<file path="src/rtl/haa_pkg.sv">
`timescale 1ns / 1ps
// Shared types and constants of the host address allocator.
// No dependencies; every other file of the block imports this package.

package haa_pkg;

	// Pool geometry (supported range of HOST_BITS: 2 to 8, bounded by the fixed port widths)
	localparam int HOST_BITS = 8;
	localparam int POOL_SIZE = 1 << HOST_BITS;
	localparam int NODE_W    = HOST_BITS;
	localparam int CNT_W     = HOST_BITS + 1;
	localparam int LVL_W     = $clog2(HOST_BITS);
	localparam logic [LVL_W-1:0] LVL_LAST = LVL_W'(HOST_BITS - 1);

	// Fixed field widths of the word ports
	localparam int OP_W     = 2;
	localparam int ADDR_W   = 8;
	localparam int STATUS_W = 2;
	localparam int COUNT_W  = 9;

	// Operation codes
	localparam logic [OP_W-1:0] OP_REQUEST = 2'd0;
	localparam logic [OP_W-1:0] OP_ALLOC   = 2'd1;
	localparam logic [OP_W-1:0] OP_RELEASE = 2'd2;

	// Status codes
	localparam logic [STATUS_W-1:0] ST_OK    = 2'd0;
	localparam logic [STATUS_W-1:0] ST_TAKEN = 2'd1;
	localparam logic [STATUS_W-1:0] ST_FULL  = 2'd2;

	// Tree memory read address select
	localparam int RDSEL_W = 3;
	localparam logic [RDSEL_W-1:0] RD_DESC_ROOT = 3'd0;
	localparam logic [RDSEL_W-1:0] RD_DESC_NEXT = 3'd1;
	localparam logic [RDSEL_W-1:0] RD_DESC_CUR  = 3'd2;
	localparam logic [RDSEL_W-1:0] RD_UP_CUR    = 3'd3;
	localparam logic [RDSEL_W-1:0] RD_UP_NEXT   = 3'd4;

	typedef struct packed {
		logic [OP_W-1:0]   operation;
		logic [ADDR_W-1:0] host_address;
	} req_t;

	typedef struct packed {
		logic [STATUS_W-1:0] status;
		logic [ADDR_W-1:0]   granted_address;
		logic [COUNT_W-1:0]  used_count;
	} rsp_t;

	// Controller to datapath
	typedef struct packed {
		logic                accept;
		logic                clr_en;
		logic                rd_en;
		logic [RDSEL_W-1:0]  rd_sel;
		logic                desc_step;
		logic                desc_last;
		logic                up_write;
		logic                first_level;
		logic                leaf_val;
		logic                cnt_inc;
		logic                cnt_dec;
		logic                load_out;
		logic [STATUS_W-1:0] res_status;
		logic                grant;
	} cmd_t;

	// Datapath to controller
	typedef struct packed {
		logic            clr_last;
		logic            root_full;
		logic            leaf_used;
		logic [OP_W-1:0] op;
	} sts_t;

endpackage

</file>
<file path="src/rtl/haa_datapath.sv">
`timescale 1ns / 1ps
// Datapath of the host address allocator: tree memory, walk registers,
// used counter and result register. Depends on haa_pkg.

module haa_datapath (
	input  logic          clk,
	input  logic          arst_n,
	input  haa_pkg::req_t req,
	input  haa_pkg::cmd_t cmd,
	output haa_pkg::sts_t sts,
	output haa_pkg::rsp_t rsp
);
	import haa_pkg::*;

	// Parent of leaf 0 holds the network bit in its left slot
	localparam logic [NODE_W-1:0] LEAF0_PARENT = {1'b1, {(NODE_W-1){1'b0}}};
	localparam logic [NODE_W-1:0] ROOT_NODE    = NODE_W'(1);

	// Entry n holds {right child full, left child full} of heap node n
	logic [1:0]        tree_mem [POOL_SIZE];
	logic [1:0]        rd_q;

	logic [NODE_W-1:0] clr_q;
	logic [NODE_W-1:0] desc_node_q;
	logic [NODE_W-1:0] up_node_q;
	logic [NODE_W-1:0] addr_q;
	logic [NODE_W-1:0] path_q;
	logic [OP_W-1:0]   op_q;
	logic              child_q;
	logic              root_full_q;
	logic [CNT_W-1:0]  cnt_q;
	rsp_t              rsp_q;

	logic [NODE_W-1:0] req_addr;
	logic [NODE_W-1:0] desc_next;
	logic [NODE_W-1:0] rd_addr;
	logic [NODE_W-1:0] wr_addr;
	logic              up_child;
	logic              wr_en;
	logic [1:0]        up_word;
	logic [1:0]        clr_word;
	logic [1:0]        wr_data;

	assign req_addr = NODE_W'(req.host_address);

	// Descent: go right only when the left subtree is full
	assign desc_next = {desc_node_q[NODE_W-2:0], rd_q[0]};

	// Ascent: replace the slot of the child we came from
	assign up_child = cmd.first_level ? cmd.leaf_val : child_q;
	always_comb begin
		up_word            = rd_q;
		up_word[path_q[0]] = up_child;
	end

	// Reset image: only network and broadcast leaves used
	assign clr_word = {clr_q == '1, clr_q == LEAF0_PARENT};

	always_comb begin
		case (cmd.rd_sel)
			RD_DESC_ROOT: rd_addr = ROOT_NODE;
			RD_DESC_NEXT: rd_addr = desc_next;
			RD_DESC_CUR:  rd_addr = desc_node_q;
			RD_UP_CUR:    rd_addr = up_node_q;
			RD_UP_NEXT:   rd_addr = up_node_q >> 1;
			default:      rd_addr = ROOT_NODE;
		endcase
	end

	assign wr_en   = cmd.clr_en | cmd.up_write;
	assign wr_addr = cmd.clr_en ? clr_q : up_node_q;
	assign wr_data = cmd.clr_en ? clr_word : up_word;

	// Tree memory: one write and one registered read per cycle
	always_ff @(posedge clk) begin
		if (wr_en) begin
			tree_mem[wr_addr] <= wr_data;
		end
		if (cmd.rd_en) begin
			rd_q <= tree_mem[rd_addr];
		end
	end

	// Clear sweep, root mark and used counter
	always_ff @(posedge clk or negedge arst_n) begin
		if (!arst_n) begin
			clr_q       <= '0;
			root_full_q <= 1'b0;
			cnt_q       <= CNT_W'(2);
		end else begin
			if (cmd.clr_en) begin
				clr_q <= clr_q + 1'b1;
			end
			if (wr_en && wr_addr == ROOT_NODE) begin
				root_full_q <= &wr_data;
			end
			if (cmd.cnt_inc) begin
				cnt_q <= cnt_q + 1'b1;
			end else if (cmd.cnt_dec) begin
				cnt_q <= cnt_q - 1'b1;
			end
		end
	end

	// Walk registers
	always_ff @(posedge clk) begin
		if (cmd.accept) begin
			op_q        <= req.operation;
			addr_q      <= req_addr;
			path_q      <= req_addr;
			up_node_q   <= {1'b1, req_addr[NODE_W-1:1]};
			desc_node_q <= ROOT_NODE;
		end else if (cmd.desc_step) begin
			desc_node_q <= desc_next;
			if (cmd.desc_last) begin
				addr_q    <= desc_next;
				path_q    <= desc_next;
				up_node_q <= desc_node_q;
			end
		end else if (cmd.up_write) begin
			child_q   <= &up_word;
			up_node_q <= up_node_q >> 1;
			path_q    <= path_q >> 1;
		end
	end

	// Result register
	always_ff @(posedge clk) begin
		if (cmd.load_out) begin
			rsp_q.status          <= cmd.res_status;
			rsp_q.granted_address <= cmd.grant ? ADDR_W'(addr_q) : '0;
			rsp_q.used_count      <= COUNT_W'(cnt_q);
		end
	end

	assign rsp = rsp_q;

	assign sts.clr_last  = &clr_q;
	assign sts.root_full = root_full_q;
	assign sts.leaf_used = rd_q[path_q[0]];
	assign sts.op        = op_q;

endmodule

</file>
<file path="src/rtl/haa_ctrl.sv">
`timescale 1ns / 1ps
// Controller of the host address allocator: clear sweep, descent and ascent
// sequencing, handshakes. Depends on haa_pkg.

module haa_ctrl (
	input  logic          clk,
	input  logic          arst_n,
	input  logic          req_valid,
	output logic          req_ready,
	output logic          rsp_valid,
	input  logic          rsp_ready,
	input  haa_pkg::sts_t sts,
	output haa_pkg::cmd_t cmd
);
	import haa_pkg::*;

	localparam logic [2:0] S_CLEAR    = 3'd0;
	localparam logic [2:0] S_IDLE     = 3'd1;
	localparam logic [2:0] S_DISPATCH = 3'd2;
	localparam logic [2:0] S_DOWN     = 3'd3;
	localparam logic [2:0] S_UP       = 3'd4;
	localparam logic [2:0] S_DONE     = 3'd5;

	logic [2:0]          state_q, state_d;
	logic [LVL_W-1:0]    lvl_q, lvl_d;
	logic [STATUS_W-1:0] res_status_q, res_status_d;
	logic                grant_q, grant_d;
	logic                rsp_valid_q;
	logic                first;

	assign first = (lvl_q == '0);

	// Next state and commands
	always_comb begin
		state_d      = state_q;
		lvl_d        = lvl_q;
		res_status_d = res_status_q;
		grant_d      = grant_q;
		cmd          = '0;
		cmd.rd_sel   = RD_DESC_ROOT;
		cmd.res_status = res_status_q;
		cmd.grant    = grant_q;
		case (state_q)
			S_CLEAR: begin
				cmd.clr_en = 1'b1;
				if (sts.clr_last) begin
					state_d = S_IDLE;
				end
			end
			S_IDLE: begin
				if (req_valid) begin
					cmd.accept = 1'b1;
					state_d    = S_DISPATCH;
				end
			end
			S_DISPATCH: begin
				lvl_d = '0;
				case (sts.op)
					OP_REQUEST, OP_RELEASE: begin
						cmd.rd_en  = 1'b1;
						cmd.rd_sel = RD_UP_CUR;
						state_d    = S_UP;
					end
					OP_ALLOC: begin
						if (sts.root_full) begin
							res_status_d = ST_FULL;
							grant_d      = 1'b0;
							state_d      = S_DONE;
						end else begin
							cmd.rd_en  = 1'b1;
							cmd.rd_sel = RD_DESC_ROOT;
							state_d    = S_DOWN;
						end
					end
					default: begin
						// unused code: no change, report current count
						res_status_d = ST_OK;
						grant_d      = 1'b0;
						state_d      = S_DONE;
					end
				endcase
			end
			S_DOWN: begin
				cmd.desc_step = 1'b1;
				cmd.rd_en     = 1'b1;
				if (lvl_q == LVL_LAST) begin
					// reread the leaf's parent to start the ascent
					cmd.desc_last = 1'b1;
					cmd.rd_sel    = RD_DESC_CUR;
					lvl_d         = '0;
					state_d       = S_UP;
				end else begin
					cmd.rd_sel = RD_DESC_NEXT;
					lvl_d      = lvl_q + 1'b1;
				end
			end
			S_UP: begin
				if (first && sts.op == OP_REQUEST && sts.leaf_used) begin
					res_status_d = ST_TAKEN;
					grant_d      = 1'b0;
					state_d      = S_DONE;
				end else begin
					cmd.up_write    = 1'b1;
					cmd.first_level = first;
					cmd.leaf_val    = (sts.op != OP_RELEASE);
					cmd.cnt_inc     = first && (sts.op != OP_RELEASE);
					cmd.cnt_dec     = first && (sts.op == OP_RELEASE) && sts.leaf_used;
					if (lvl_q == LVL_LAST) begin
						res_status_d = ST_OK;
						grant_d      = 1'b1;
						state_d      = S_DONE;
					end else begin
						cmd.rd_en  = 1'b1;
						cmd.rd_sel = RD_UP_NEXT;
						lvl_d      = lvl_q + 1'b1;
					end
				end
			end
			S_DONE: begin
				if (!rsp_valid_q || rsp_ready) begin
					cmd.load_out = 1'b1;
					state_d      = S_IDLE;
				end
			end
			default: begin
				state_d = S_IDLE;
			end
		endcase
	end

	always_ff @(posedge clk or negedge arst_n) begin
		if (!arst_n) begin
			state_q     <= S_CLEAR;
			lvl_q       <= '0;
			rsp_valid_q <= 1'b0;
		end else begin
			state_q <= state_d;
			lvl_q   <= lvl_d;
			if (cmd.load_out) begin
				rsp_valid_q <= 1'b1;
			end else if (rsp_ready) begin
				rsp_valid_q <= 1'b0;
			end
		end
	end

	// Outcome of the current word
	always_ff @(posedge clk) begin
		res_status_q <= res_status_d;
		grant_q      <= grant_d;
	end

	assign req_ready = (state_q == S_IDLE);
	assign rsp_valid = rsp_valid_q;

endmodule

</file>
<file path="src/rtl/host_address_allocator.sv">
`timescale 1ns / 1ps
// Top level of the host address allocator: controller plus datapath.
// Depends on haa_pkg, haa_ctrl and haa_datapath.

// Hands out host offsets from a pool of 2^HOST_BITS (256). Offsets 0 and 255
// start out used. After reset the block sweeps its tree memory and takes no
// word until the sweep is done. Words go one at a time; the time per word is
// set by the tree walk over the single-read, single-write tree memory, one
// level per cycle. Request and release walk up from the leaf's parent to the
// root. Allocate first descends from the root to a free leaf, then walks up
// the same way. Allocate on a full pool and the unused operation code finish
// without a walk; a request of a used offset stops after the read of the
// leaf's parent. A result waits in an output register; the next word is
// taken while it waits, and that word's result holds the block until the
// waiting one is taken.

module host_address_allocator (
	input  logic          clk,
	input  logic          arst_n,
	input  logic          req_valid,
	output logic          req_ready,
	input  haa_pkg::req_t req,
	output logic          rsp_valid,
	input  logic          rsp_ready,
	output haa_pkg::rsp_t rsp
);
	import haa_pkg::*;

	cmd_t cmd;
	sts_t sts;

	haa_ctrl u_ctrl (
		.clk       (clk),
		.arst_n    (arst_n),
		.req_valid (req_valid),
		.req_ready (req_ready),
		.rsp_valid (rsp_valid),
		.rsp_ready (rsp_ready),
		.sts       (sts),
		.cmd       (cmd)
	);

	haa_datapath u_datapath (
		.clk    (clk),
		.arst_n (arst_n),
		.req    (req),
		.cmd    (cmd),
		.sts    (sts),
		.rsp    (rsp)
	);

endmodule

</file>
<file path="config.mk">
export PLATFORM = sky130hd
export DESIGN_NAME = host_address_allocator
export DESIGN_NICKNAME = d
export VERILOG_FILES = /design/src/rtl/haa_pkg.sv /design/src/rtl/haa_datapath.sv /design/src/rtl/haa_ctrl.sv /design/src/rtl/host_address_allocator.sv
export SDC_FILE = /design/constraint.sdc
export NUM_CORES = 1
export LEC_CHECK = 0
export BUFFER_PORTS_ARGS = -buffer_cell sky130_fd_sc_hd__buf_2
export CORE_UTILIZATION = 25
export DETAILED_ROUTE_END_ITERATION = 7
export GPL_ROUTABILITY_DRIVEN = 0
export PLACE_DENSITY_LB_ADDON = 0.25
export RECOVER_POWER = 100
export REMOVE_ABC_BUFFERS = 1
export SYNTH_ARGS = -nofsm -noshare
export SYNTH_HDL_FRONTEND = slang
export SYNTH_HIERARCHICAL = 1
export SYNTH_SLANG_ARGS = --single-unit
</file>
<file path="constraint.sdc">
create_clock -name clk -period 41 [get_ports clk]
set_input_delay 2.05 -clock clk [delete_from_list [all_inputs] [get_ports clk]]
set_output_delay 2.05 -clock clk [all_outputs]
set_load 0.01 [all_outputs]
</file>
* After elaboration in Yosys (flattened, before gate mapping)
Memories as Yosys holds them, arrays and structs flattened. A register that Yosys moved wholly into a read port is not among the register bits.
Index checks and enable logic that the tools add are counted.
W data, S select, Z words.
** Cells by class
- Add/sub/neg operators :: 4
- Multiply operators :: 0
- Div/mod/pow operators :: 0
- $lt $le $gt $ge :: 2
- Eq/ne operators :: 27
- Shift operators :: 0
- Mux-type cells :: 63
- Bitwise gates (word level) :: 3
- Reduce and logical (&&, ||, !) cells :: 31
** Operators with widths (count)
- $mux W8 :: 10
- $pmux W8 S4 :: 1
- $mux W3 :: 10
- $mux W9 :: 2
- $pmux W3 S6 :: 1
- $mux W1 :: 17
- $eq A8 B8 Y1 const B :: 2
- $ne A2 B2 Y1 const B :: 7
- $eq A3 B2 Y1 const B :: 4
- $eq A3 B3 Y1 const B :: 4
- $mux W2 :: 6
- $mux W4 :: 3
- $pmux W4 S3 :: 1
- $reduce_bool A2 Y1 :: 6
- $mux W5 :: 2
- $reduce_and A2 Y1 :: 5
- $add A9 B1 Y9 const B :: 1
- $pmux W3 S3 :: 1
- $sub A9 B1 Y9 const B :: 1
- $add A8 B1 Y8 const B :: 1
- $eq A8 B1 Y1 const B :: 1
- $pmux W2 S2 :: 2
- $pmux W4 S2 :: 1
- $reduce_and A8 Y1 :: 1
- other kinds (26) :: 40
** Word-level totals
- Flip-flop bits (word level) :: 82
- Bits in latches :: 0
- Bits in writable memories :: 512
- ROM bits :: 0
- Input port bits :: 14
- Memories :: 1
** Memory list
- u_datapath.tree_mem :: depth 256, bits a word 2, rd ports 1, clocked after memory_dff 1, write ports 1, RTL line haa_datapath.sv:20 : logic [1:0] tree_mem [POOL_SIZE];

* Longest topological paths before layout
Gate-level depths: netlist (run 1).
- Depth in word-level cells :: 9
- Gate-level depth with buffers :: 20

* Hierarchy
The synthesis (run 1) kept the hierarchy.
** Modules (own cells, without submodules)
- haa_datapath :: instances 1, cells each 1937, area an instance 25458.2 µm², seq. area each 17418.0 µm²
- haa_ctrl :: instances 1, cells each 83, area an instance 710.7 µm², seq. area each 265.3 µm²

* Worst setup path after synthesis (run 1)
OpenSTA, ideal clock, no wires.
- Kind :: register to register
- Start point :: register u_ctrl.lvl_q[0]
- End point :: memory u_datapath.tree_mem[0][0] (data pin)
- Setup time :: 2.196 ns
- Data arrival time :: 11.515 ns
- Data required time :: 38.804 ns
- Path slack :: 27.289 ns
- Stages on the path, launching flop included :: 10
- Buffers on the path :: 0
- Cells stage by stage :: dfrtp_1 inv_1 ha_1 and3b_1 nand2_1 nand2_1 nor2_1 mux2i_1 mux2_2 o21ai_0
** RTL lines
- start: declaration :: RTL line haa_ctrl.sv:25 : logic [LVL_W-1:0] lvl_q, lvl_d;
- start signal: assignment :: RTL line haa_ctrl.sv:138 : lvl_q <= lvl_d;
- end: declaration :: RTL line haa_datapath.sv:20

==> metrics.txt, run 1 <==
outcome finished, violations left; failing checks max-capacitance violations, max-slew violations; Cell variety after synth 77; sequential power share 40.0%; max incr delay on CP 6030 ps; Die X-Extent 325.5 um; post_cts resized 0; final setup TNS 0 ps; final WL 72.10 mm; Slew Limit Fails 725; Pleak 9.437 nW; Antenna Nets Post-Route 0; hold_ws 424.3 ps; Logic pwr share 34.3%; CTS tree built; GRT Total Usage 13.43%; total of max-cap violations 6; fmax 0.08178 GHz; GRT Residual Overflow 0; RSZ-0062 raised after global routing no; # IOs 35; Max rail drop VDD 0.05916 mV; IO buf count 34; top_reg_cell synth edfxtp_1; flops & latches, synth 596; worst-path fanout max 122; critical-path cell list or3b_1 -> a211o_1 -> inv_1 -> nor2b_1 -> a32o_1 -> nor2_4 -> clkbuf_1 -> mux4_2 -> mux2_2 -> a22o_1 -> nor4_1 -> nor4_1; die area 106000 um2; endpoint class of the critical path flop; Area growth syn-to-layout 13.97%; clk sink count 596; CTS Hold Bufs 0; Crit Path Category reg2reg; synthesized instance count 2020; Synth async-reset ratio 4.195%; clock latency on the worst-skew pair 610 ps; Setup Buffers After CTS 0; Cell Area, Synth 26170 um2; cell mode on critical path nor4_1; Switching Share 35.16%; Sw Pwr 0.8071 mW; first-pass GRT wire length 107.1 mm; max_slew headroom -628.7%; Post-DP HPWL 41.76 mm; EDFF count, synth 562; worst hold path class reg2reg; Final setup viols 0; Die Y 325.5 um; First-pass DRT Iterations 5; initial antenna violation count 2; Final Hold Vio Count 0; Core Box Area 103600 um2; layout net count 2059; register area share after synthesis 67.57%; Worst-path clk slew 70 ps; Int Pwr 1.488 mW; fin crit share 29.82%; clk_skew 22.55 ps; Worst Path Arrival 12490 ps; Max Buffers Root-to-Sink 3; Starting Density 25.25%; CP max stage cell clkbuf_1; # rows 118; Clock power frac 25.7%; Root Driver clkbuf_16; DRC Markers 0; Iteration-0 DRC Markers 1368; critical path startpoint category flop; Num CTS Buffers 67; minimum clock period 12230 ps; critical path required time 41260 ps; Avg WL per Cell 20.80 um; most common cell after layout, fill and taps aside edfxtp_1; Synth warnings 6; leading cell types in the layout, fill and taps excluded 562 x edfxtp_1, 306 x nand2_1, 292 x nor2_1, 166 x nand3_1, 132 x mux2i_1; Worst Max-Slew Pin Slew 10930 ps; via count 16430; vias in the first global route 16530; largest net degree at the start of global routing 258; Pwr per Cell Area 76.97 nW/um2; ratio of cells with drive above 1 in the final layout 10.02%; H-tree levels 3; vias per cell 4.739; Syn Area/Cell 12.95 um2
==> cells in the mapped netlist (all sizes together) (5+ instances only) <==
cell type  instances  area [um2]
o21a              15       112.6
nor3              18       90.09
a311oi             5       43.79
o21ai             34       170.2
xnor2             12       105.1
a2111oi           12       123.9
dfrtp             24       600.6
nand3            166       830.8
inv               25       93.84
edfxtp           562       16880
a21oi             15       75.07
and2               9       56.30
a31oi              9       56.30
a211oi             6       57.56
buf               56       405.4
mux2i            132        1321
nor2             294        1111
nand3b            17       127.6
ha                12       150.1
mux4              26       585.6
nor2b              6       45.04
nor4               9       56.30
dfxtp              9       180.2
a21o               8       60.06
and3               8       50.05
nand4             22       137.6
mux2              34       382.9
nand2b            20       125.1
clkbuf            69       259.0
a22oi              6       45.04
nand2            307        1152
==> final cells by class <==
class	count	area [um2]
Clock buffer	83	1800
Timing Repair Buffer	68	382.9
Inverter	25	93.84
Multi-Input combinational cell	1274	7780
Fill cell	10580	73820
Sequential cell	596	17680
Antenna cell	1	2.502
Tap cell	1380	1727
Clock inverter	39	355.3
==> cell families after synthesis <==
group           Yosys count  share of synthesized area (%)
fa+ha+maj                13                         0.6502
flops                   596                          67.57
compound gates          156                          4.356
xor+xnor                 16                         0.5355
simple gates            897                          15.24
buf+inv                 150                          2.897
mux                     192                          8.750
==> power by group through the flow <==
stage	sequential [mW]	combinational (mW)	clock, mW
after floorplan	0.928	0.547	0
after global placement	0.863	0.763	0
after detailed placement	0.864	0.773	0
after CTS	0.852	0.775	0.607
after global routing	0.933	0.860	0.630
final	0.919	0.787	0.590
==> metrics by stage <==
step	power, mW	utilization [%]	cell area [um2]	cells	setup WS, ps
after floorplan	1.475	-	25500	1895	27290
final	2.296	28.78	29820	3466	28770
after detailed placement	1.637	26.81	27790	3343	34740
after global placement	1.626	26.81	27790	3343	34850
after global routing	2.422	28.77	29820	3465	27520
after CTS	2.234	28.89	29940	3465	34730
==> flip-flops by register name, summed over array words and instances (netlist names) <==
name                    cells
u_datapath/tree_mem       512
u_datapath/op_q             2
u_datapath/path_q           8
u_datapath/root_full_q      1
u_datapath/desc_node_q      8
u_datapath/rd_q             2
u_datapath/up_node_q        8
u_datapath/cnt_q            9
u_datapath/clr_q            8
u_datapath/child_q          1
u_ctrl/lvl_q                3
u_datapath/addr_q           8
u_ctrl/state_q              3
u_datapath/rsp             19
u_ctrl/rsp_valid            1
u_ctrl/res_status_q         2
u_ctrl/grant_q              1
==> worst paths after layout <==
kind | startpoint | to | slack (ps) | depth (start not counted)
max reg2reg | u_ctrl/state_q[0] | u_datapath/rd_q[0] | 28770 | 12
min in group asynchronous | arst_n | u_ctrl/state_q[2] | 1820 | 1
min | u_ctrl/res_status_q[1] | u_datapath/rsp[18] | 420 | 0
min reg2reg | u_ctrl/res_status_q[1] | u_datapath/rsp[18] | 420 | 0
max | u_ctrl/state_q[0] | u_datapath/rd_q[0] | 28770 | 12
max in group asynchronous | arst_n | u_datapath/clr_q[3] | 38280 | 1
==> worst max-delay path: cells and delay by family, from the launching register on <==
kind                   cells  cell delay [ps]
flip-flops                 1              550
AND/OR/NAND/NOR            5             2200
buffers and inverters      2             6590
multiplexers               2             1420
AO/OA/AOI/OAI              3             1070
==> layer usage <==
metal	track usage [%]	up-vias	wire length [um]
met2	21.97	459	34280
met4	3.613	0	1721
met1	18.02	8400	31950
met5	0	-	0
met3	2.734	98	4152
li1	-	7469	-
Power figures use the tool's default switching activity.
==> inputs of run 2 (changes only) <==
--- a/config.mk
+++ b/config.mk
@@ -5,6 +5,7 @@
 export SDC_FILE = /design/constraint.sdc
 export NUM_CORES = 1
 export LEC_CHECK = 0
+export ABC_AREA = 1
 export BUFFER_PORTS_ARGS = -buffer_cell sky130_fd_sc_hd__buf_2
 export CORE_UTILIZATION = 25
 export DETAILED_ROUTE_END_ITERATION = 7
==> constraint.sdc (replaced) <==
create_clock -name clk -period 12.61 [get_ports clk]
set_input_delay 0.6305 -clock clk [delete_from_list [all_inputs] [get_ports clk]]
set_output_delay 0.6305 -clock clk [all_outputs]
set_load 0.01 [all_outputs]
==> run 2 against run 1 <==
  * The flow still finishes with violations (max-capacitance violations, max-slew violations)
  * Critical path depth is 2 lower
  * Clock skew is 7.3 ps higher
  * Power grew to 3.4 times the previous value
  * Worst hold slack worse by 190 ps
  * Design area is 5.2% higher
  * Combinational power grew to 3.7 times the previous value
  * Utilization hardly changed
  * Global-route usage is 0.30 points higher
  * Synthesized area is 5.5% higher
  * Synthesized cell count is 41% higher
  * Final cell count is 26% higher
  * Highest routed layer unchanged
==> metrics.txt, run 2 <==
leading cell types in the layout, fill and taps excluded 623 x nand2_1, 562 x edfxtp_1, 495 x inv_1, 466 x nand3_1, 308 x nor2_1; most common cell after layout, fill and taps aside nand2_1; flops & latches, synth 596; first-pass GRT wire length 116.2 mm; failing checks max-capacitance violations, max-slew violations; Final setup viols 0; Worst Max-Slew Pin Slew 4422 ps; clk sink count 596; most numerous cell in the Yosys netlist nand2_1; CP top delay family buffers and inverters; Antenna Nets Post-Route 0; sequential power share 37.0%; EDFF count, synth 562; Worst-path clk slew 60 ps; via count 19050; Syn Area/Cell 9.698 um2; worst-path fanout max 201; max incr delay on CP 2940 ps; Pleak 12.36 nW; Reg2Reg Depth 10; DRC Markers 0; First-pass DRT Iterations 7; Pwr per Cell Area 248.7 nW/um2; Synth warnings 6; setup ws final 4340 ps; critical path startpoint category flop; die area 111800 um2; GRT Total Usage 13.73%; layout net count 2864; Core Box Area 109200 um2; # rows 121; vias per cell 4.367; worst r2r src u_datapath/rd_q[0]; post_cts resized 0; Post-DP HPWL 41.96 mm; Switching Share 40.21%; Int Pwr 4.667 mW; largest net degree at the start of global routing 207; area share of the largest cell type after synthesis 61.10%; Cell variety after synth 46; max_slew headroom -194.8%; critical-path cell list inv_1 -> o21ai_0 -> nand3_1 -> nand2_1 -> nor2_1 -> mux2_1 -> nand2_1 -> a31oi_4 -> clkbuf_1 -> clkbuf_2; total of max-cap violations 17; # IOs 35; minimum clock period 8270 ps; Hold Path End u_datapath/op_q[0]; CTS Hold Bufs 0; Synth async-reset ratio 4.195%; final WL 76.79 mm; fin util 28.75%; Biggest register u_datapath/tree_mem; GRT Residual Overflow 0; Final Hold Vio Count 0; register area share after synthesis 64.03%; clk_skew 29.82 ps; outcome finished, violations left; Slew Limit Fails 656; HP Start req[8]; hold depth 1; Worst Path Buf+Inv 3; top cells by area, synth edfxtp_1 61%, nand2_1 8.5%, nand3_1 8.4%; Num CTS Buffers 70; Avg WL per Cell 17.60 um; Die X-Extent 334.4 um; clock latency on the worst-skew pair 630 ps; Max Buffers Root-to-Sink 3; Clock power frac 25.8%; Largest register FFs 512; Cell Area, Synth 27620 um2; Starting Density 25.30%; endpoint class of the critical path flop; vias in the first global route 18420; ratio of cells with drive above 1 in the final layout 5.198%; Area growth syn-to-layout 13.63%; worst hold path class in2reg; Die Y 334.4 um; synthesized instance count 2848; Worst Path Arrival 8060 ps; top_reg_cell synth edfxtp_1; IO buf count 34; Iteration-0 DRC Markers 1516; synth cell count leaders 622 x nand2_1, 562 x edfxtp_1, 494 x inv_1, 464 x nand3_1, 311 x nor2_1; initial antenna violation count 1; worst r2r dst u_datapath/tree_mem[103][1]; final setup TNS 0 ps; critical path required time 12400 ps; Sw Pwr 3.138 mW; Setup Buffers After CTS 0; fmax 0.1209 GHz; pre-CTS setup slack 7066 ps; Max rail drop VDD 0.2700 mV; area leader, netlist edfxtp_1; H-tree levels 3; Root Driver clkbuf_16; CTS tree built; Crit Path Category reg2reg; fin crit share 65.58%; cell mode on critical path nand2_1; CP max stage cell clkbuf_2; # diodes 0; Logic pwr share 37.2%; R2R setup slack 4340 ps; RSZ-0062 raised after global routing no
run 2: cell count changes after synthesis, moves of 18 or more:
cell / previous run / this run
inv_1: 25 / 494
o211ai_1: 3 / 62
nand2_1: 307 / 622
mux4_2: 26 / 0
mux2i_1: 132 / 0
buf_2: 21 / 69
nand3_1: 166 / 464
mux2_2: 34 / 1
nand2b_1: 20 / 0
nor2_1: 293 / 311
run 2: cell type report:
class | count | area (um2)
Clock buffer | 93 | 1942
Clock inverter | 28 | 327.8
Fill cell | 11570 | 77770
Inverter | 503 | 1893
Multi-Input combinational cell | 1599 | 7347
Sequential cell | 596 | 17680
Tap cell | 1476 | 1847
Timing Repair Buffer | 67 | 342.8
run 2: how the worst max path moves through the flow:
stage,slack [ps],from,depth (start not counted),to
6_report,4340,u_datapath/rd_q[0],10,u_datapath/tree_mem[103][1]
5_1_grt,3620,u_datapath/rd_q[0],10,u_datapath/tree_mem[155][1]
4_1_cts,7050,u_datapath/rd_q[0],21,u_datapath/rd_q[0]
3_5_place_dp,7070,u_datapath/rd_q[0],21,u_datapath/rd_q[0]
3_3_place_gp,7180,u_datapath/rd_q[0],21,u_datapath/rd_q[0]
2_1_floorplan,2200,u_datapath/path_q[0],7,u_datapath/tree_mem[0][1]
run 2: worst register-to-register path, stage by stage (launching register included):
cell,delay (ps)
edfxtp_1,490
inv_1,130
o21ai_0,450
nand3_1,190
nand2_1,200
nor2_1,60
mux2_1,240
nand2_1,100
a31oi_4,180
clkbuf_1,1860
clkbuf_2,2960
run 2: logic make-up after synthesis:
| logic type | Yosys count | synth area share (%) |
|---|---|---|
| simple gates | 1444 | 22.36 |
| buf+inv | 653 | 9.554 |
| flops | 596 | 64.03 |
| compound gates | 130 | 3.053 |
| fa+ha+maj | 13 | 0.6161 |
| xor+xnor | 11 | 0.3489 |
| mux | 1 | 0.04077 |
run 2: per-stage QoR:
| stage | hold WS (ps) | total power [mW] | area, um2 | cells |
|---|---|---|---|---|
| final | 237.1 | 7.805 | 31380 | 4362 |
| after global routing | 224.8 | 8.291 | 31380 | 4362 |
| after CTS | 23.95 | 7.858 | 31530 | 4362 |
| after detailed placement | 439.8 | 5.825 | 29260 | 4241 |
| after global placement | 420.3 | 5.827 | 29260 | 4241 |
| after floorplan | 334.9 | 4.980 | 26870 | 2698 |
run 2: per-layer routing:
layer  global-route usage [%]  up-vias  wire, um
li1                         -     9299         -
met1                    19.16     9284     36370
met2                    22.09      360     35430
met3                    2.047      105      3309
met4                    3.679        0      1681
met5                        0        -         0
run 2: power by group through the flow:
stage | Sequential [mW] | Combinational (mW) | Clock [mW]
global route | 2.91 | 3.24 | 2.14
floorplan | 3.04 | 1.94 | 0
CTS | 2.81 | 2.98 | 2.07
finish | 2.89 | 2.91 | 2.01
global placement | 2.85 | 2.98 | 0
detailed placement | 2.85 | 2.97 | 0
